### src/design/assert_macros.svh
// ---------------------------------------------------------------------------
// Assertion macros
// Concurrent assertion helpers used by the frame builder serializer.
// ---------------------------------------------------------------------------
`ifndef ASSERT_MACROS_SVH
`define ASSERT_MACROS_SVH

`ifndef SYNTHESIS

// Property that must hold at every clock edge outside reset.
`define SFB_ASSERT(lbl, clk, rstn, prop, msg) \
  lbl: assert property (@(posedge clk) disable iff (!rstn) (prop)) else $error(msg);

// Condition that must never be true outside reset.
`define SFB_ASSERT_NEVER(lbl, clk, rstn, cond, msg) \
  lbl: assert property (@(posedge clk) disable iff (!rstn) !(cond)) else $error(msg);

`else

`define SFB_ASSERT(lbl, clk, rstn, prop, msg)
`define SFB_ASSERT_NEVER(lbl, clk, rstn, cond, msg)

`endif

`endif

### src/design/sfb_pkg.sv
// ---------------------------------------------------------------------------
// Frame builder package
// Shared constants, the queue entry type and the byte-wise CRC-32 update.
// ---------------------------------------------------------------------------
`default_nettype none

package sfb_pkg;

  localparam logic [7:0]  SyncFirst     = 8'h53;
  localparam logic [7:0]  SyncSecond    = 8'h79;
  localparam int unsigned FrameOverhead = 10;
  localparam logic [31:0] CrcPoly       = 32'hEDB88320;
  localparam logic [31:0] CrcInit       = 32'hFFFFFFFF;

  // One classified transaction handed from the front end to the serializer.
  typedef struct packed {
    logic        start;       // emit the eight header bytes
    logic        data_valid;  // emit one payload byte
    logic        close;       // emit the two CRC bytes and close the frame
    logic [15:0] total;
    logic [15:0] cmd;
    logic [15:0] seq;
    logic [7:0]  data;
  } sfb_cmd_t;

  // Reflected CRC-32 update by one byte, least significant bit first.
  function automatic logic [31:0] sfb_crc_feed(input logic [31:0] crc,
                                               input logic [7:0]  data);
    logic [31:0] c;
    c = crc ^ {24'h000000, data};
    for (int b = 0; b < 8; b++) begin
      if (c[0]) begin
        c = (c >> 1) ^ CrcPoly;
      end else begin
        c = c >> 1;
      end
    end
    return c;
  endfunction

endpackage

`default_nettype wire

### src/design/sfb_front.sv
// ---------------------------------------------------------------------------
// Frame builder front end
// Accepts input transactions, tracks the open frame and classifies each one.
// ---------------------------------------------------------------------------
`default_nettype none

module sfb_front
  import sfb_pkg::*;
#(
  parameter int unsigned MAX_FRAME_BYTES = 8192
) (
  input  wire logic        clk_i,
  input  wire logic        rst_ni,
  input  wire logic        in_valid_i,
  output logic             in_ready_o,
  input  wire logic        frame_start_i,
  input  wire logic [15:0] cmd_type_i,
  input  wire logic [15:0] seq_id_i,
  input  wire logic [12:0] payload_length_i,
  input  wire logic        has_byte_i,
  input  wire logic [7:0]  data_byte_i,
  input  wire logic        q_full_i,
  output logic             push_o,
  output sfb_cmd_t         entry_o
);

  localparam logic [16:0] LenLimit = 17'(MAX_FRAME_BYTES - FrameOverhead);

  logic        open_q, open_d;
  logic [12:0] rem_q, rem_d;
  logic        accept;
  logic [12:0] len_sat;
  logic        open_mid;
  logic [12:0] rem_mid;
  logic        take;
  logic [12:0] rem_after;
  logic        close_hdr;
  logic        close_byte;

  assign in_ready_o = !q_full_i;
  assign accept     = in_valid_i && in_ready_o;

  always_comb begin
    if ({4'b0000, payload_length_i} > LenLimit) begin
      len_sat = LenLimit[12:0];
    end else begin
      len_sat = payload_length_i;
    end
    open_mid   = frame_start_i ? (len_sat != 13'd0) : open_q;
    rem_mid    = frame_start_i ? len_sat : rem_q;
    take       = has_byte_i && open_mid;
    rem_after  = take ? 13'(rem_mid - 13'd1) : rem_mid;
    close_hdr  = frame_start_i && (len_sat == 13'd0);
    close_byte = take && (rem_after == 13'd0);
    open_d     = open_mid && !close_byte;
    rem_d      = rem_after;
  end

  always_comb begin
    entry_o.start      = frame_start_i;
    entry_o.data_valid = take;
    entry_o.close      = close_hdr || close_byte;
    entry_o.total      = 16'({3'b000, len_sat} + 16'(FrameOverhead));
    entry_o.cmd        = cmd_type_i;
    entry_o.seq        = seq_id_i;
    entry_o.data       = data_byte_i;
  end

  // Transactions that produce no byte are consumed here and never queued.
  assign push_o = accept && (frame_start_i || take);

  always_ff @(posedge clk_i or negedge rst_ni) begin
    if (!rst_ni) begin
      open_q <= 1'b0;
      rem_q  <= 13'd0;
    end else if (accept) begin
      open_q <= open_d;
      rem_q  <= rem_d;
    end
  end

endmodule

`default_nettype wire

### src/design/sfb_queue.sv
// ---------------------------------------------------------------------------
// Frame builder command queue
// Short FIFO between the front end and the byte serializer.
// ---------------------------------------------------------------------------
`default_nettype none

module sfb_queue
  import sfb_pkg::*;
(
  input  wire logic     clk_i,
  input  wire logic     rst_ni,
  input  wire logic     push_i,
  input  wire sfb_cmd_t entry_i,
  output logic          full_o,
  input  wire logic     pop_i,
  output logic          head_valid_o,
  output sfb_cmd_t      head_o
);

  localparam int unsigned Depth = 4;
  localparam int unsigned PtrW  = $clog2(Depth);

  sfb_cmd_t          slots_q [Depth];
  logic [PtrW-1:0]   wr_ptr_q, rd_ptr_q;
  logic [PtrW:0]     count_q;
  logic              do_push;
  logic              do_pop;

  assign full_o       = (count_q == (PtrW+1)'(Depth));
  assign head_valid_o = (count_q != '0);
  assign head_o       = slots_q[rd_ptr_q];
  assign do_push      = push_i && !full_o;
  assign do_pop       = pop_i && head_valid_o;

  always_ff @(posedge clk_i) begin
    if (do_push) begin
      slots_q[wr_ptr_q] <= entry_i;
    end
  end

  always_ff @(posedge clk_i or negedge rst_ni) begin
    if (!rst_ni) begin
      wr_ptr_q <= '0;
      rd_ptr_q <= '0;
      count_q  <= '0;
    end else begin
      if (do_push) begin
        wr_ptr_q <= PtrW'(wr_ptr_q + 1'b1);
      end
      if (do_pop) begin
        rd_ptr_q <= PtrW'(rd_ptr_q + 1'b1);
      end
      if (do_push && !do_pop) begin
        count_q <= (PtrW+1)'(count_q + 1'b1);
      end else if (do_pop && !do_push) begin
        count_q <= (PtrW+1)'(count_q - 1'b1);
      end
    end
  end

endmodule

`default_nettype wire

### src/design/sfb_back.sv
// ---------------------------------------------------------------------------
// Frame builder serializer
// Turns queued transactions into frame bytes and keeps the running CRC.
// ---------------------------------------------------------------------------
`default_nettype none

`include "assert_macros.svh"

module sfb_back
  import sfb_pkg::*;
(
  input  wire logic        clk_i,
  input  wire logic        rst_ni,
  input  wire logic        head_valid_i,
  input  wire sfb_cmd_t    head_i,
  output logic             pop_o,
  output logic             out_valid_o,
  input  wire logic        out_ready_i,
  output logic [7:0]       out_byte_o,
  output logic             frame_end_o,
  output logic             run_last_o
);

  // Byte positions within one transaction; the header uses the low three bits.
  localparam logic [3:0] PhHdr0  = 4'd0;
  localparam logic [3:0] PhHdr7  = 4'd7;
  localparam logic [3:0] PhData  = 4'd8;
  localparam logic [3:0] PhCrcLo = 4'd9;
  localparam logic [3:0] PhCrcHi = 4'd10;

  logic        begun_q, begun_d;
  logic [3:0]  phase_q, phase_d;
  logic [31:0] crc_q, crc_d;
  logic        out_valid_q, out_valid_d;
  logic [7:0]  out_byte_q;
  logic        frame_end_q;
  logic        run_last_q;

  logic [3:0]  first_phase;
  logic [3:0]  cur_phase;
  logic [3:0]  next_phase;
  logic        last;
  logic        advance;
  logic        emit;
  logic [7:0]  hdr_byte;
  logic [7:0]  byte_sel;
  logic [31:0] crc_base;

  always_comb begin
    if (head_i.start) begin
      first_phase = PhHdr0;
    end else if (head_i.data_valid) begin
      first_phase = PhData;
    end else begin
      first_phase = PhCrcLo;
    end
  end

  assign cur_phase = begun_q ? phase_q : first_phase;
  assign advance   = !out_valid_q || out_ready_i;
  assign emit      = head_valid_i && advance;

  always_comb begin
    case (cur_phase[2:0])
      3'd0:    hdr_byte = SyncFirst;
      3'd1:    hdr_byte = SyncSecond;
      3'd2:    hdr_byte = head_i.total[7:0];
      3'd3:    hdr_byte = head_i.total[15:8];
      3'd4:    hdr_byte = head_i.cmd[7:0];
      3'd5:    hdr_byte = head_i.cmd[15:8];
      3'd6:    hdr_byte = head_i.seq[7:0];
      default: hdr_byte = head_i.seq[15:8];
    endcase
  end

  always_comb begin
    byte_sel   = hdr_byte;
    next_phase = 4'(cur_phase + 4'd1);
    last       = 1'b0;
    case (cur_phase)
      PhHdr7: begin
        next_phase = head_i.data_valid ? PhData : PhCrcLo;
        last       = !head_i.data_valid && !head_i.close;
      end
      PhData: begin
        byte_sel   = head_i.data;
        next_phase = PhCrcLo;
        last       = !head_i.close;
      end
      PhCrcLo: begin
        byte_sel   = ~crc_q[7:0];
        next_phase = PhCrcHi;
      end
      PhCrcHi: begin
        byte_sel   = ~crc_q[15:8];
        next_phase = PhHdr0;
        last       = 1'b1;
      end
      default: begin
        byte_sel   = hdr_byte;
      end
    endcase
  end

  // A header restarts the CRC, which also drops whatever an abandoned frame left.
  assign crc_base = (cur_phase == PhHdr0) ? CrcInit : crc_q;

  always_comb begin
    crc_d       = crc_q;
    begun_d     = begun_q;
    phase_d     = phase_q;
    out_valid_d = out_valid_q;
    if (advance) begin
      out_valid_d = head_valid_i;
    end
    if (emit) begin
      begun_d = !last;
      phase_d = next_phase;
      if (cur_phase == PhCrcHi) begin
        crc_d = CrcInit;
      end else if (cur_phase != PhCrcLo) begin
        crc_d = sfb_crc_feed(crc_base, byte_sel);
      end
    end
  end

  assign pop_o = emit && last;

  always_ff @(posedge clk_i or negedge rst_ni) begin
    if (!rst_ni) begin
      begun_q     <= 1'b0;
      phase_q     <= PhHdr0;
      crc_q       <= CrcInit;
      out_valid_q <= 1'b0;
    end else begin
      begun_q     <= begun_d;
      phase_q     <= phase_d;
      crc_q       <= crc_d;
      out_valid_q <= out_valid_d;
    end
  end

  always_ff @(posedge clk_i) begin
    if (emit) begin
      out_byte_q  <= byte_sel;
      frame_end_q <= (cur_phase == PhCrcHi);
      run_last_q  <= last;
    end
  end

  assign out_valid_o = out_valid_q;
  assign out_byte_o  = out_byte_q;
  assign frame_end_o = frame_end_q;
  assign run_last_o  = run_last_q;

  `SFB_ASSERT(a_end_is_last, clk_i, rst_ni, out_valid_q && frame_end_q |-> run_last_q, "frame end without run end")
  `SFB_ASSERT_NEVER(a_begun_no_head, clk_i, rst_ni, begun_q && !head_valid_i, "transaction in progress with empty queue")
  `SFB_ASSERT(a_crc_restart, clk_i, rst_ni, emit && (cur_phase == PhCrcHi) |=> (crc_q == CrcInit), "CRC not restarted after frame close")

endmodule

`default_nettype wire

### src/design/sync_frame_builder_crc_unit.sv
// ---------------------------------------------------------------------------
// Sync frame builder with CRC
// Builds length-prefixed frames with a sync word and a 16-bit trailer cut from a CRC-32.
// ---------------------------------------------------------------------------
//
//   Channel  Direction  Handshake              Payload
//   in       input      in_valid_i/in_ready_o  frame_start, cmd_type, seq_id,
//                                              payload_length, has_byte, data_byte
//   out      output     out_valid_o/out_ready_i out_byte, frame_end, run_last
//
// The serializer emits one frame byte per cycle unless out_ready_i or an empty
// queue holds it; a transaction yields 0 to 11 bytes (8 header, 1 payload, 2 CRC).
// Input transactions are taken every cycle while the 4-entry command queue has
// room; those producing no byte never enter the queue.
// Reset is ready at once: no clearing pass. The output register keeps taking
// bytes while an earlier byte is being accepted downstream.
// ---------------------------------------------------------------------------
`default_nettype none

module sync_frame_builder_crc_unit
  import sfb_pkg::*;
#(
  parameter int unsigned MAX_FRAME_BYTES = 8192
) (
  input  wire logic        clk_i,
  input  wire logic        rst_ni,
  input  wire logic        in_valid_i,
  output logic             in_ready_o,
  input  wire logic        frame_start_i,
  input  wire logic [15:0] cmd_type_i,
  input  wire logic [15:0] seq_id_i,
  input  wire logic [12:0] payload_length_i,
  input  wire logic        has_byte_i,
  input  wire logic [7:0]  data_byte_i,
  output logic             out_valid_o,
  input  wire logic        out_ready_i,
  output logic [7:0]       out_byte_o,
  output logic             frame_end_o,
  output logic             run_last_o
);

  logic     q_full;
  logic     push;
  sfb_cmd_t entry;
  logic     pop;
  logic     head_valid;
  sfb_cmd_t head;

  sfb_front #(
    .MAX_FRAME_BYTES(MAX_FRAME_BYTES)
  ) u_front (
    .clk_i            (clk_i),
    .rst_ni           (rst_ni),
    .in_valid_i       (in_valid_i),
    .in_ready_o       (in_ready_o),
    .frame_start_i    (frame_start_i),
    .cmd_type_i       (cmd_type_i),
    .seq_id_i         (seq_id_i),
    .payload_length_i (payload_length_i),
    .has_byte_i       (has_byte_i),
    .data_byte_i      (data_byte_i),
    .q_full_i         (q_full),
    .push_o           (push),
    .entry_o          (entry)
  );

  sfb_queue u_queue (
    .clk_i        (clk_i),
    .rst_ni       (rst_ni),
    .push_i       (push),
    .entry_i      (entry),
    .full_o       (q_full),
    .pop_i        (pop),
    .head_valid_o (head_valid),
    .head_o       (head)
  );

  sfb_back u_back (
    .clk_i        (clk_i),
    .rst_ni       (rst_ni),
    .head_valid_i (head_valid),
    .head_i       (head),
    .pop_o        (pop),
    .out_valid_o  (out_valid_o),
    .out_ready_i  (out_ready_i),
    .out_byte_o   (out_byte_o),
    .frame_end_o  (frame_end_o),
    .run_last_o   (run_last_o)
  );

endmodule

`default_nettype wire

### config.mk
export PLATFORM = sky130hd
export DESIGN_NAME = sync_frame_builder_crc_unit
export DESIGN_NICKNAME = d
export VERILOG_FILES = /design/src/design/sfb_pkg.sv /design/src/design/sfb_front.sv /design/src/design/sfb_queue.sv /design/src/design/sfb_back.sv /design/src/design/sync_frame_builder_crc_unit.sv
export VERILOG_INCLUDE_DIRS = /design/src /design/src/design
export SDC_FILE = /design/constraint.sdc
export NUM_CORES = 1
export LEC_CHECK = 0
export ABC_AREA = 0
export BUFFER_PORTS_ARGS = -buffer_cell sky130_fd_sc_hd__buf_2
export CELL_PAD_IN_SITES_DETAIL_PLACEMENT = 0
export CELL_PAD_IN_SITES_GLOBAL_PLACEMENT = 1
export CORE_ASPECT_RATIO = 0.5
export CORE_MARGIN = 1.5
export CORE_UTILIZATION = 40
export CTS_CLUSTER_DIAMETER = 120
export DETAILED_ROUTE_END_ITERATION = 8
export GPL_TIMING_DRIVEN = 0
export PLACE_DENSITY = 0.63
export SLEW_MARGIN = 5
export SYNTH_ARGS = -nofsm -noshare
export SYNTH_HDL_FRONTEND = slang
export SYNTH_SLANG_ARGS = --single-unit
### constraint.sdc
create_clock -name clk_i -period 9.33 [get_ports clk_i]
set_clock_uncertainty 0.15 [all_clocks]
set_input_delay 1.866 -clock clk_i [delete_from_list [all_inputs] [get_ports clk_i]]
set_output_delay 1.866 -clock clk_i [all_outputs]
set_load 0.02 [all_outputs]
Word-level counts from Yosys, hierarchy flattened
Memories as Yosys holds them, arrays and structs flattened.
Cells that the tools add are included.
- memory bits (writable): 228
- output and inout bits: 12
- memories kept: 1
- word-level logic and storage cells: 124
- input port bits: 59
- flip-flop bits (word level): 69
- muxes and demuxes: 47
- equality and inequality tests: 12
- reduce and logical (&&, ||, !) cells: 33
- order comparisons: 1
- bitwise operators: 11
- $add $sub $neg: 7
- memories (name ; depth ; bits a word ; rd ports ; clocked after Yosys merged registers in ; write ports ; line ; text):
    u_queue.slots_q ; 4 ; 57 ; 1 ; 0 ; 1 ; sfb_queue.sv:23 ; sfb_cmd_t slots_q [Depth];
- operators with widths (operator ; number):
    32-bit 2-to-1 mux ; 32
    13-bit inverter with 14-bit output ; 8
    8-bit case mux with 7 select lines ; 1
    13-bit 2-to-1 mux ; 3
    32-bit by 8-bit bitwise XOR with 32-bit output ; 1
    13-bit zero test ; 2
    8-bit case mux with 3 select lines ; 1
    8-bit inverter ; 2
    4-bit case mux with 4 select lines ; 1
    13-bit by 4-bit adder with 14-bit output, second input constant ; 1
    13-bit > comparator, second input constant ; 1
    1-bit logical AND ; 13
    13-bit nonzero test ; 1
    13-bit by 1-bit subtractor with 13-bit output, second input constant ; 1
    3-bit equality test, second input constant ; 4
    4-bit equality test, second input constant ; 3
    1-bit zero test ; 8
    4-bit 2-to-1 mux ; 2
    3-bit by 2-bit equality test with 1-bit output, second input constant ; 2
    3-bit 2-to-1 mux ; 2
    2-bit by 1-bit adder with 2-bit output, second input constant ; 2
    4-bit by 1-bit adder with 4-bit output, second input constant ; 1
    4-bit by 3-bit equality test with 1-bit output, second input constant ; 1
    4-bit zero test ; 1
    other kinds (11) ; 17

Logic depth before layout (Yosys ltp)
Gate-level depths: netlist (run 1).
An unclocked memory read counts as a cell.
- depth in word-level cells: 47
- mapped depth: 21

By module
A second synthesis (run 1) with hierarchy kept.
- cells, all modules: 1018
- area, all modules: 14869.3 um^2
- by module, submodules not included (module ; cells an instance ; area an instance (um^2) ; instances ; seq. area each (um^2)):
    sfb_queue ; 344 ; 9006.1 ; 1 ; 7262.0
    sfb_back ; 413 ; 3852.4 ; 1 ; 1291.2
    sfb_front ; 261 ; 2010.7 ; 1 ; 350.3

Least setup slack after synthesis (run 1)
Ideal clock, no wire load.
- path type: register to register
- from: register u_queue.rd_ptr_q[0]
- to: register u_back.crc_q[20]
- data arrival time: 5.474 ns
- required time: 9.107 ns
- slack: 3.633 ns
- cell stages (with the launch flop): 20
- setup time: 0.073 ns
- cells stage by stage: dfrtp_1 buf_4 buf_6 buf_6 buf_2 buf_2 mux4_2 o31ai_1 inv_1 ha_1 or4_1 clkbuf_1 o22ai_1 a41oi_1 a211oi_1 mux2i_1 xnor2_1 xnor2_1 xnor3_1 a21oi_1
- word-level cells in the longest chain between the ends: 44
- elaborated cells on any way between the ends: 59
- RTL lines (what ; line ; text):
    start, declared ; sfb_queue.sv:24 ; logic [PtrW-1:0] wr_ptr_q, rd_ptr_q;
    start signal, assigned ; sfb_queue.sv:51 ; rd_ptr_q <= PtrW'(rd_ptr_q + 1'b1);
    memory read 4 x 57 bit * ; -- ;
    1-bit 2-to-1 mux ; sfb_back.sv:52 ; end else if (head_i.data_valid) begin
    4-bit 2-to-1 mux ; sfb_back.sv:50 ; if (head_i.start) begin
    4-bit 2-to-1 mux ; sfb_back.sv:59 ; assign cur_phase = begun_q ? phase_q : first_phase;
    3-bit equality test, or another cell as far along ; sfb_back.sv:64 ; case (cur_phase[2:0])
    8-bit case mux with 7 select lines / 32-bit 2-to-1 mux (equally long branches) ; sfb_back.sv:64, sfb_back.sv:106 ;
    8-bit case mux with 3 select lines / 32-bit by 8-bit bitwise XOR with 32-bit output (equally long branches) ; sfb_back.sv:80, sfb_pkg.sv:30 ;
    32-bit by 8-bit bitwise XOR with 32-bit output / 13-bit inverter with 14-bit output (equally long branches) ; -- ;
    (+28 left out) ; -- ;
    32-bit 2-to-1 mux ; sfb_pkg.sv:32 ; if (c[0]) begin
    32-bit 2-to-1 mux ; sfb_back.sv:121 ; end else if (cur_phase != PhCrcLo) begin
    32-bit 2-to-1 mux ; sfb_back.sv:119 ; if (cur_phase == PhCrcHi) begin
    32-bit 2-to-1 mux ; sfb_back.sv:116 ; if (emit) begin
    13-bit inverter with 14-bit output (no line) ; -- ;
    32-bit 2-to-1 mux ; sfb_pkg.sv:32 ;
    32-bit 2-to-1 mux ; sfb_back.sv:121 ;
    32-bit 2-to-1 mux ; sfb_back.sv:119 ;
    end signal, assigned ; sfb_back.sv:133 ; crc_q <= CrcInit;
    end signal, assigned ; sfb_back.sv:138 ; crc_q <= crc_d;
    end, declared ; sfb_back.sv:33 ; logic [31:0] crc_q, crc_d;
Mark *: on every way between the ends. The rest lies on a longest branch, timed or not. The select of a mux whose other input is x is not followed.
A chain may end at the register's enable or synchronous reset.

Worst setup path in the final report (run 1)
Same ends and word-level chain as after synthesis.

==> impl_metrics.tcl, run 1 <==
set metrics [dict create \
    status "completed" \
    ctsHoldBuffers 0 \
    synth-seq-cells 297 \
    grt_antenna_before_repair 0 \
    layout_worst_path_cycle_share 0.812 \
    setup_violations 0 \
    cts_tree "built" \
    setup_tns_ns 0 \
    area_delta_synth_final_pct 14.3 \
    slew_viol_final 0 \
    globalplace.congestion 0.839 \
    drt_iter0_drc 655 \
    grt_usage 0.194 \
    synthFlopType "edfxtp_1" \
    path_class "reg2reg" \
    synthArstFlopShare 0.199 \
    synth_area_leaders "edfxtp_1 (53%), mux4_2 (6.7%), dfstp_2 (6.2%), dfrtp_1 (5.0%), xnor2_1 (3.6%)" \
    synth_edf_count 238 \
    ioPinCount 71 \
    syn_nets 1016 \
    core-area_um2 33200 \
    cts_max_path_buffers 3 \
    first_pass_iters 5 \
    clockRootBuffer "clkbuf_16" \
    yosysUniqueCellTypes 74 \
    cts.clk_slew.worst_paths_ns 0.06 \
    ctsResizeCount 0 \
    clk-insertion-delay-late_ns 0.57 \
    holdWs_ns 0.345 \
    grt_pass1_wl_um 51100 \
    post-place-ws_ns 1.85 \
    grt_pass1_vias 8361 \
    post-route-cell-area_um2 15500 \
    gr-total-overflow 0 \
    cp.required_ns 9.65 \
    cap_viol_max_count 0 \
    postSynthAreaPerCell_um2 14.3 \
    crit_path_max_fanout 10 \
    antenna_left 0 \
    syn_area_um2 13500 \
    crit_path_start_kind "flop" \
    clock_sinks 297 \
    grt_max_degree 48 \
    dp_hpwl_um 22700 \
    drt_wl_total_um 33300 \
    n_antenna_cell 0 \
    slew_headroom 0.181 \
    tightest_slew_ns 1.23 \
    via_count 8129 \
    rows 47 \
    syn_inst 944 \
    synth_top_area_cell "edfxtp_1" \
    via_per_inst 5.40 \
    yosysWarningCount 0 \
    routedWlPerCell_um 22.1 \
    clock.fmax_mhz 132 \
    cts_setup_buffers 0 \
    setup_ws_ns 1.75 \
    drc 0 \
    cts_buffers 28 \
    drive_gt1_frac 0.210 \
    crit_arrival_ns 7.90 \
    placed_area_um2 14500 \
    finalNetCount 1113 \
    end_kind "flop" \
    synth.top_cell.area_share 0.528 \
    die_w_um 263 \
    h-tree-depth 1 \
    port_buffers 62 \
    hold_viol 0 \
    fin_crit_ns 7.58 \
    holdCritPathClass "reg2reg" \
    initial_utilization 0.408 \
    die_h_um 133 \
    die-area_um2 35000 \
    yosysSeqAreaShare 0.641 \
    rsz0062_at_grt "no" \
]
cell type report:
class | count | area (um2)
Timing Repair Buffer | 67 | 443
Clock buffer | 41 | 779
Sequential cell | 297 | 8660
Multi-Input combinational cell | 582 | 4550
Clock inverter | 11 | 150
Buffer | 48 | 253
Fill cell | 2931 | 17700
Tap cell | 441 | 552
Inverter | 17 | 63.8
state kept, by name, indices dropped and copies added, names as in the netlist:
name	flops
u_back.phase_q	4
u_queue.slots_q	228
u_front.open_q	1
u_back.begun_q	1
u_back.run_last_o	1
u_front.rem_q	13
u_back.frame_end_o	1
u_queue.count_q	3
u_queue.rd_ptr_q	2
u_queue.wr_ptr_q	2
u_back.crc_q	32
u_back.out_byte_o	8
u_back.out_valid_o	1
placed cells by master, fill, tap and decap left out, types with 32 or more instances in the layout:
| cell type | count |
|---|---|
| nor2_1 | 103 |
| buf_2 | 68 |
| clkbuf_1 | 38 |
| nand2_1 | 47 |
| mux4_2 | 40 |
| mux2i_1 | 42 |
| edfxtp_1 | 238 |
| xnor2_1 | 55 |
| a21oi_1 | 49 |
| dfstp_2 | 32 |
metrics by stage:
stage | instances | utilization
finish | 1504 | 0.466
detailed placement | 1452 | 0.438
global route | 1504 | 0.466
CTS | 1504 | 0.466
global placement | 1447 | 0.434
floorplan | 944 | -
critical path: stages, from the launching register on:
cell      delay, ns
dfrtp_1        0.32
buf_4          0.22
buf_6          0.21
buf_6          0.20
buf_2          0.38
buf_2          0.42
mux4_2         0.64
o31ai_1        0.68
ha_1           0.34
ha_1           0.33
or4_1          0.27
o21ai_0        0.22
nor4_1         0.84
o221ai_1       0.31
mux2_1         0.27
clkbuf_1       0.48
xnor3_2        0.42
xnor2_4        0.23
xnor3_1        0.35
a21oi_1        0.17
cells in the mapped netlist, types with 9 or more instances:
master / number
a21oi_1: 49
and2_1: 9
clkbuf_1: 28
dfrtp_1: 27
dfstp_2: 32
edfxtp_1: 238
ha_1: 12
inv_1: 16
mux2i_1: 42
mux4_2: 40
nand2_1: 47
nand3_1: 16
nor2_1: 103
nor3_1: 17
o21ai_0: 29
o22ai_1: 18
xnor2_1: 55
xor2_1: 30
routing by layer:
layer / vias to the layer above / global-route usage / share of wire
met5: - / 0 / 0
met4: 0 / 0.0331 / 0.016
met3: 52 / 0.0393 / 0.062
met2: 219 / 0.309 / 0.46
met1: 4117 / 0.280 / 0.46
li1: 3741 / - / -
logic make-up after synthesis:
family,share of synthesized area
mux,0.103
flops,0.641
compound gates,0.0724
fa+ha+maj,0.0126
buf+inv,0.0234
simple gates,0.0775
xor+xnor,0.0707
final timing paths:
kind                                     startpoint  cells past startpoint  slack (ns)                 to
worst max-delay path            u_queue.rd_ptr_q[0]                     19        1.75   u_back.crc_q[20]
worst min-delay path              u_back.phase_q[0]                      1        0.34  u_back.phase_q[0]
worst max register to register  u_queue.rd_ptr_q[0]                     19        1.75   u_back.crc_q[20]
worst min register to register    u_back.phase_q[0]                      1        0.34  u_back.phase_q[0]
max in group asynchronous                    rst_ni                      2        7.43    u_back.crc_q[3]
min in group asynchronous                    rst_ni                      1        1.24    u_back.crc_q[8]
Power of run 1 is left out: the tool's default activity adds up to more than one toggle a clock period on the data nets, which glitch-free logic cannot reach.
==> run 2, diff against run 1 <==
Settings changed: PLACE_DENSITY 0.63 to 0.66.
Clock period 9.33 ns to 6.2 ns, I/O delays scaled along.
==> impl_metrics.tcl, run 2 (synthesis results as in run 1) <==
set metrics [dict create \
    status "completed" \
    holdCritPathClass "reg2reg" \
    slew_headroom 0.183 \
    h-tree-depth 1 \
    cap_viol_max_count 0 \
    clock_sinks 297 \
    fin_crit_ns 5.89 \
    num-fill-cells 2951 \
    largest_reg_flops 228 \
    layout_worst_path_cycle_share 0.951 \
    final_cell_mix "edfxtp_1 (238), nor2_1 (103), buf_2 (65)" \
    die_h_um 133 \
    initial_utilization 0.408 \
    die-area_um2 35000 \
    drc 0 \
    clk-insertion-delay-late_ns 0.58 \
    grt_antenna_before_repair 0 \
    cts_max_path_buffers 3 \
    globalplace.congestion 0.850 \
    drt_wl_total_um 33100 \
    final_common_cell "edfxtp_1" \
    path_class "reg2reg" \
    cts.clk_slew.worst_paths_ns 0.07 \
    slew_viol_final 0 \
    gr-total-overflow 0 \
    end_kind "flop" \
    via_per_inst 5.39 \
    port_buffers 62 \
    rrSetupSlack_ns 0.31 \
    grt_max_degree 47 \
    n_antenna_cell 0 \
    core-area_um2 33200 \
    grt_usage 0.192 \
    crit_arrival_ns 6.24 \
    crit_path_max_fanout 19 \
    antenna_left 0 \
    cts_tree "built" \
    via_count 8099 \
    hold_viol 0 \
    cp.required_ns 6.54 \
    crit_path_start_kind "flop" \
    dp_hpwl_um 22500 \
    cts_buffers 28 \
    post-place-ws_ns -1.27 \
    post-route-cell-area_um2 15700 \
    first_pass_iters 5 \
    ctsHoldBuffers 0 \
    placed_area_um2 14500 \
    ioPinCount 71 \
    grt_pass1_wl_um 51000 \
    largest_register "u_queue.slots_q" \
    die_w_um 263 \
    area_delta_synth_final_pct 15.8 \
    routedWlPerCell_um 22.0 \
    top_regs "u_queue.slots_q (228), u_back.crc_q (32), u_front.rem_q (13)" \
    dpl.cell_count 1452 \
    rows 47 \
    setup_ws_ns 0.306 \
    clockRootBuffer "clkbuf_16" \
    rsz0062_at_grt "no" \
    finalNetCount 1112 \
    setup_violations 0 \
    grt_pass1_vias 8427 \
    fin_cells 1503 \
    drive_gt1_frac 0.229 \
    clock.fmax_mhz 170 \
    tightest_slew_ns 1.21 \
    drt_iter0_drc 576 \
]
run 2: cell count changes in the layout (fill, tap and decap cells not counted), moves of 3 or more:
cell,before,now
buf_2,68,65
nor4_1,7,4
clkbuf_1,38,31
buf_4,4,7
run 2: through the flow:
stage / utilization / TNS (ns) / hold slack [ns]
2_1_floorplan: - / 0 / 0.292
3_3_place_gp: 0.434 / -100.57 / 0.316
3_5_place_dp: 0.438 / -22.76 / 0.340
4_1_cts: 0.470 / 0 / 0.356
5_1_grt: 0.472 / 0 / 0.365
6_report: 0.472 / 0 / 0.351
run 2: worst max-delay path, stage by stage, from the launching register on:
cell,delay (ns)
dfrtp_1,0.32
buf_4,0.22
buf_6,0.22
buf_12,0.23
buf_6,0.21
mux4_2,0.62
o31ai_4,0.33
inv_1,0.11
ha_1,0.32
or4_4,0.59
buf_2,0.24
o22ai_1,0.19
a31oi_1,0.12
a21oi_1,0.21
mux2_2,0.48
xnor3_2,0.47
xnor2_4,0.25
xnor3_1,0.36
a21oi_1,0.15
run 2: worst paths after layout:
check / from / to / cells past startpoint
setup / recovery: u_queue.rd_ptr_q[0] / u_back.crc_q[23] / 18
hold / removal: u_back.crc_q[23] / u_back.crc_q[23] / 2
setup reg to reg: u_queue.rd_ptr_q[0] / u_back.crc_q[23] / 18
hold reg to reg: u_back.crc_q[23] / u_back.crc_q[23] / 2
max in group asynchronous: rst_ni / u_back.crc_q[14] / 2
min in group asynchronous: rst_ni / u_back.crc_q[29] / 1
run 2: what timing repair did:
action | in CTS | in global routing
setup buffers | 1 | 1
gates resized for setup | 17 | 14
endpoints found under the setup margin | 33 | 10
pin swaps | 0 | 1
run 2: area by class of cell:
type                            instances  area [um2]  share of cell area
Buffer                                 45         264              0.0169
Sequential cell                       297        8660               0.553
Clock buffer                           36         741              0.0473
Tap cell                              441         552              0.0352
Inverter                               17        63.8             0.00408
Multi-Input combinational cell        582        4670               0.298
Clock inverter                         16         240              0.0153
Timing Repair Buffer                   69         465              0.0297
run 2: per-layer routing:
metal | wire [um] | GRT usage | up-vias | share of wire
li1 | - | - | 3739 | -
met3 | 1480 | 0.0355 | 37 | 0.045
met5 | 0 | 0 | - | 0
met1 | 15600 | 0.273 | 4156 | 0.47
met2 | 15600 | 0.313 | 167 | 0.47
met4 | 444 | 0.0328 | 0 | 0.013
Power of run 2 is left out for the same reason.
==> run 3, diff against run 2 <==
Settings changed: ABC_CLOCK_PERIOD_IN_PS from default to 6200, MAX_ROUTING_LAYER from default to met4.
==> impl_metrics.tcl, run 3 (synthesis results as in run 1) <==
set metrics [dict create \
    routedWlPerCell_um 22.1 \
    setup_tns_ns 0 \
    die_w_um 263 \
    reg2reg_from "u_queue.rd_ptr_q[0]" \
    holdWs_ns 0.351 \
    globalplace.congestion 0.864 \
    cts_max_path_buffers 3 \
    top_regs "u_queue.slots_q (228), u_back.crc_q (32), u_front.rem_q (13)" \
    fin_crit_ns 5.93 \
    drive_gt1_frac 0.229 \
    cts_buffers 28 \
    rows 47 \
    via_count 8131 \
    largest_reg_flops 228 \
    via_per_inst 5.41 \
    slew_headroom 0.183 \
    setup_violations 0 \
    initial_utilization 0.408 \
    die_h_um 133 \
    rrSetupSlack_ns 0.27 \
    finalNetCount 1112 \
    ctsHoldBuffers 0 \
    antenna_left 0 \
    path_cells "buf_4, buf_6, buf_12, buf_6, mux4_2, o31ai_4, inv_1, ha_1, clkbuf_1, nor3_4, nor2_1, a311oi_2, or3_4, xnor2_4, xnor3_2, xnor2_4, xnor3_1, a21oi_1" \
    final_cell_mix "edfxtp_1 (238), nor2_1 (103), buf_2 (65)" \
    crit_path_max_fanout 19 \
    slew_viol_final 0 \
    rsz0062_at_grt "no" \
    crit_path_start_kind "flop" \
    cap_viol_max_count 0 \
    clockRootBuffer "clkbuf_16" \
    drc 0 \
    gr-total-overflow 0 \
    final_common_cell "edfxtp_1" \
    clk-insertion-delay-late_ns 0.58 \
    tightest_slew_ns 1.21 \
    cpPeakStageDelay_ns 0.62 \
    status "completed" \
    path_class "reg2reg" \
    drt_iter0_drc 634 \
    end_kind "flop" \
    hold_start "u_back.crc_q[23]" \
    grt_usage 0.198 \
    crit_arrival_ns 6.27 \
    port_buffers 62 \
    n_antenna_cell 0 \
    r2r-end "u_back.crc_q[23]" \
    hold_end "u_back.crc_q[23]" \
    grt_antenna_before_repair 0 \
    core-area_um2 33200 \
    largest_register "u_queue.slots_q" \
    utilization 0.472 \
    worstHoldPathCells 2 \
    hold_viol 0 \
    grt_pass1_wl_um 51000 \
    layout_worst_path_cycle_share 0.956 \
    grt_max_degree 47 \
    cp.required_ns 6.55 \
    grt_pass1_vias 8422 \
    drt_wl_total_um 33200 \
    first_pass_iters 7 \
    ioPinCount 71 \
    area_delta_synth_final_pct 15.8 \
    cts.clk_slew.worst_paths_ns 0.07 \
    h-tree-depth 1 \
    clock.fmax_mhz 169 \
    dp_hpwl_um 22500 \
    cts_tree "built" \
    die-area_um2 35000 \
    r2r_cells 18 \
    cp_slowest_cell "mux4_2" \
    clock_sinks 297 \
    holdCritPathClass "reg2reg" \
]
-- run 3: how the worst max path moves through the flow --
stage	from	slack, ns	endpoint	cells past startpoint
after floorplan	u_queue.rd_ptr_q[0]	0.50	u_back.crc_q[20]	19
after global placement	u_queue.rd_ptr_q[0]	-1.19	u_back.crc_q[20]	20
after detailed placement	u_queue.rd_ptr_q[0]	-1.27	u_back.crc_q[20]	19
after CTS	u_queue.rd_ptr_q[0]	0.05	u_back.crc_q[23]	18
after global routing	u_queue.rd_ptr_q[0]	0.02	u_back.crc_q[20]	19
final	u_queue.rd_ptr_q[0]	0.27	u_back.crc_q[23]	18
-- run 3: layout make-up --
| class | count | area (um2) |
|---|---|---|
| flip-flops and latches | 297 | 8660 |
| inverters | 17 | 63.8 |
| multi-input cells | 582 | 4670 |
| fillers | 2951 | 17500 |
| plain buffers | 45 | 264 |
| well taps | 441 | 552 |
| clock inverters | 16 | 240 |
| repair buffers | 69 | 465 |
| clock buffers | 36 | 741 |
-- run 3: timing repair --
action                                  in CTS  in global routing
endpoints found under the setup margin      33                 10
gates resized for setup                     17                 14
buffers inserted                             1                  1
pin swaps                                    0                  1
-- run 3: stage by stage --
step	setup WS [ns]	instance area (um2)	cells
floorplan	0.503	13500	944
global placement	-1.19	14400	1447
detailed placement	-1.27	14500	1452
CTS	0.0546	15600	1502
global route	0.0177	15700	1503
finish	0.274	15700	1503
-- run 3: worst max-delay path: cells and delay by family, from the launching register on --
| kind | cells | cell delay [ns] |
|---|---|---|
| muxes | 1 | 0.62 |
| xor gates and xnor gates | 4 | 1.35 |
| AOI/OAI and AO/OA | 3 | 0.98 |
| buffers and inverters | 6 | 1.33 |
| DFF | 1 | 0.32 |
| adders and majority gates | 1 | 0.25 |
| and+or+nand+nor | 3 | 0.81 |
-- run 3: layer usage --
layer	up-vias	part of all wire	global-route usage
met4	0	0.013	0.0344
li1	3739	-	-
met1	4132	0.46	0.274
met5	-	0	-
met2	225	0.47	0.313
met3	35	0.053	0.0329
Power of run 3 is left out for the same reason.
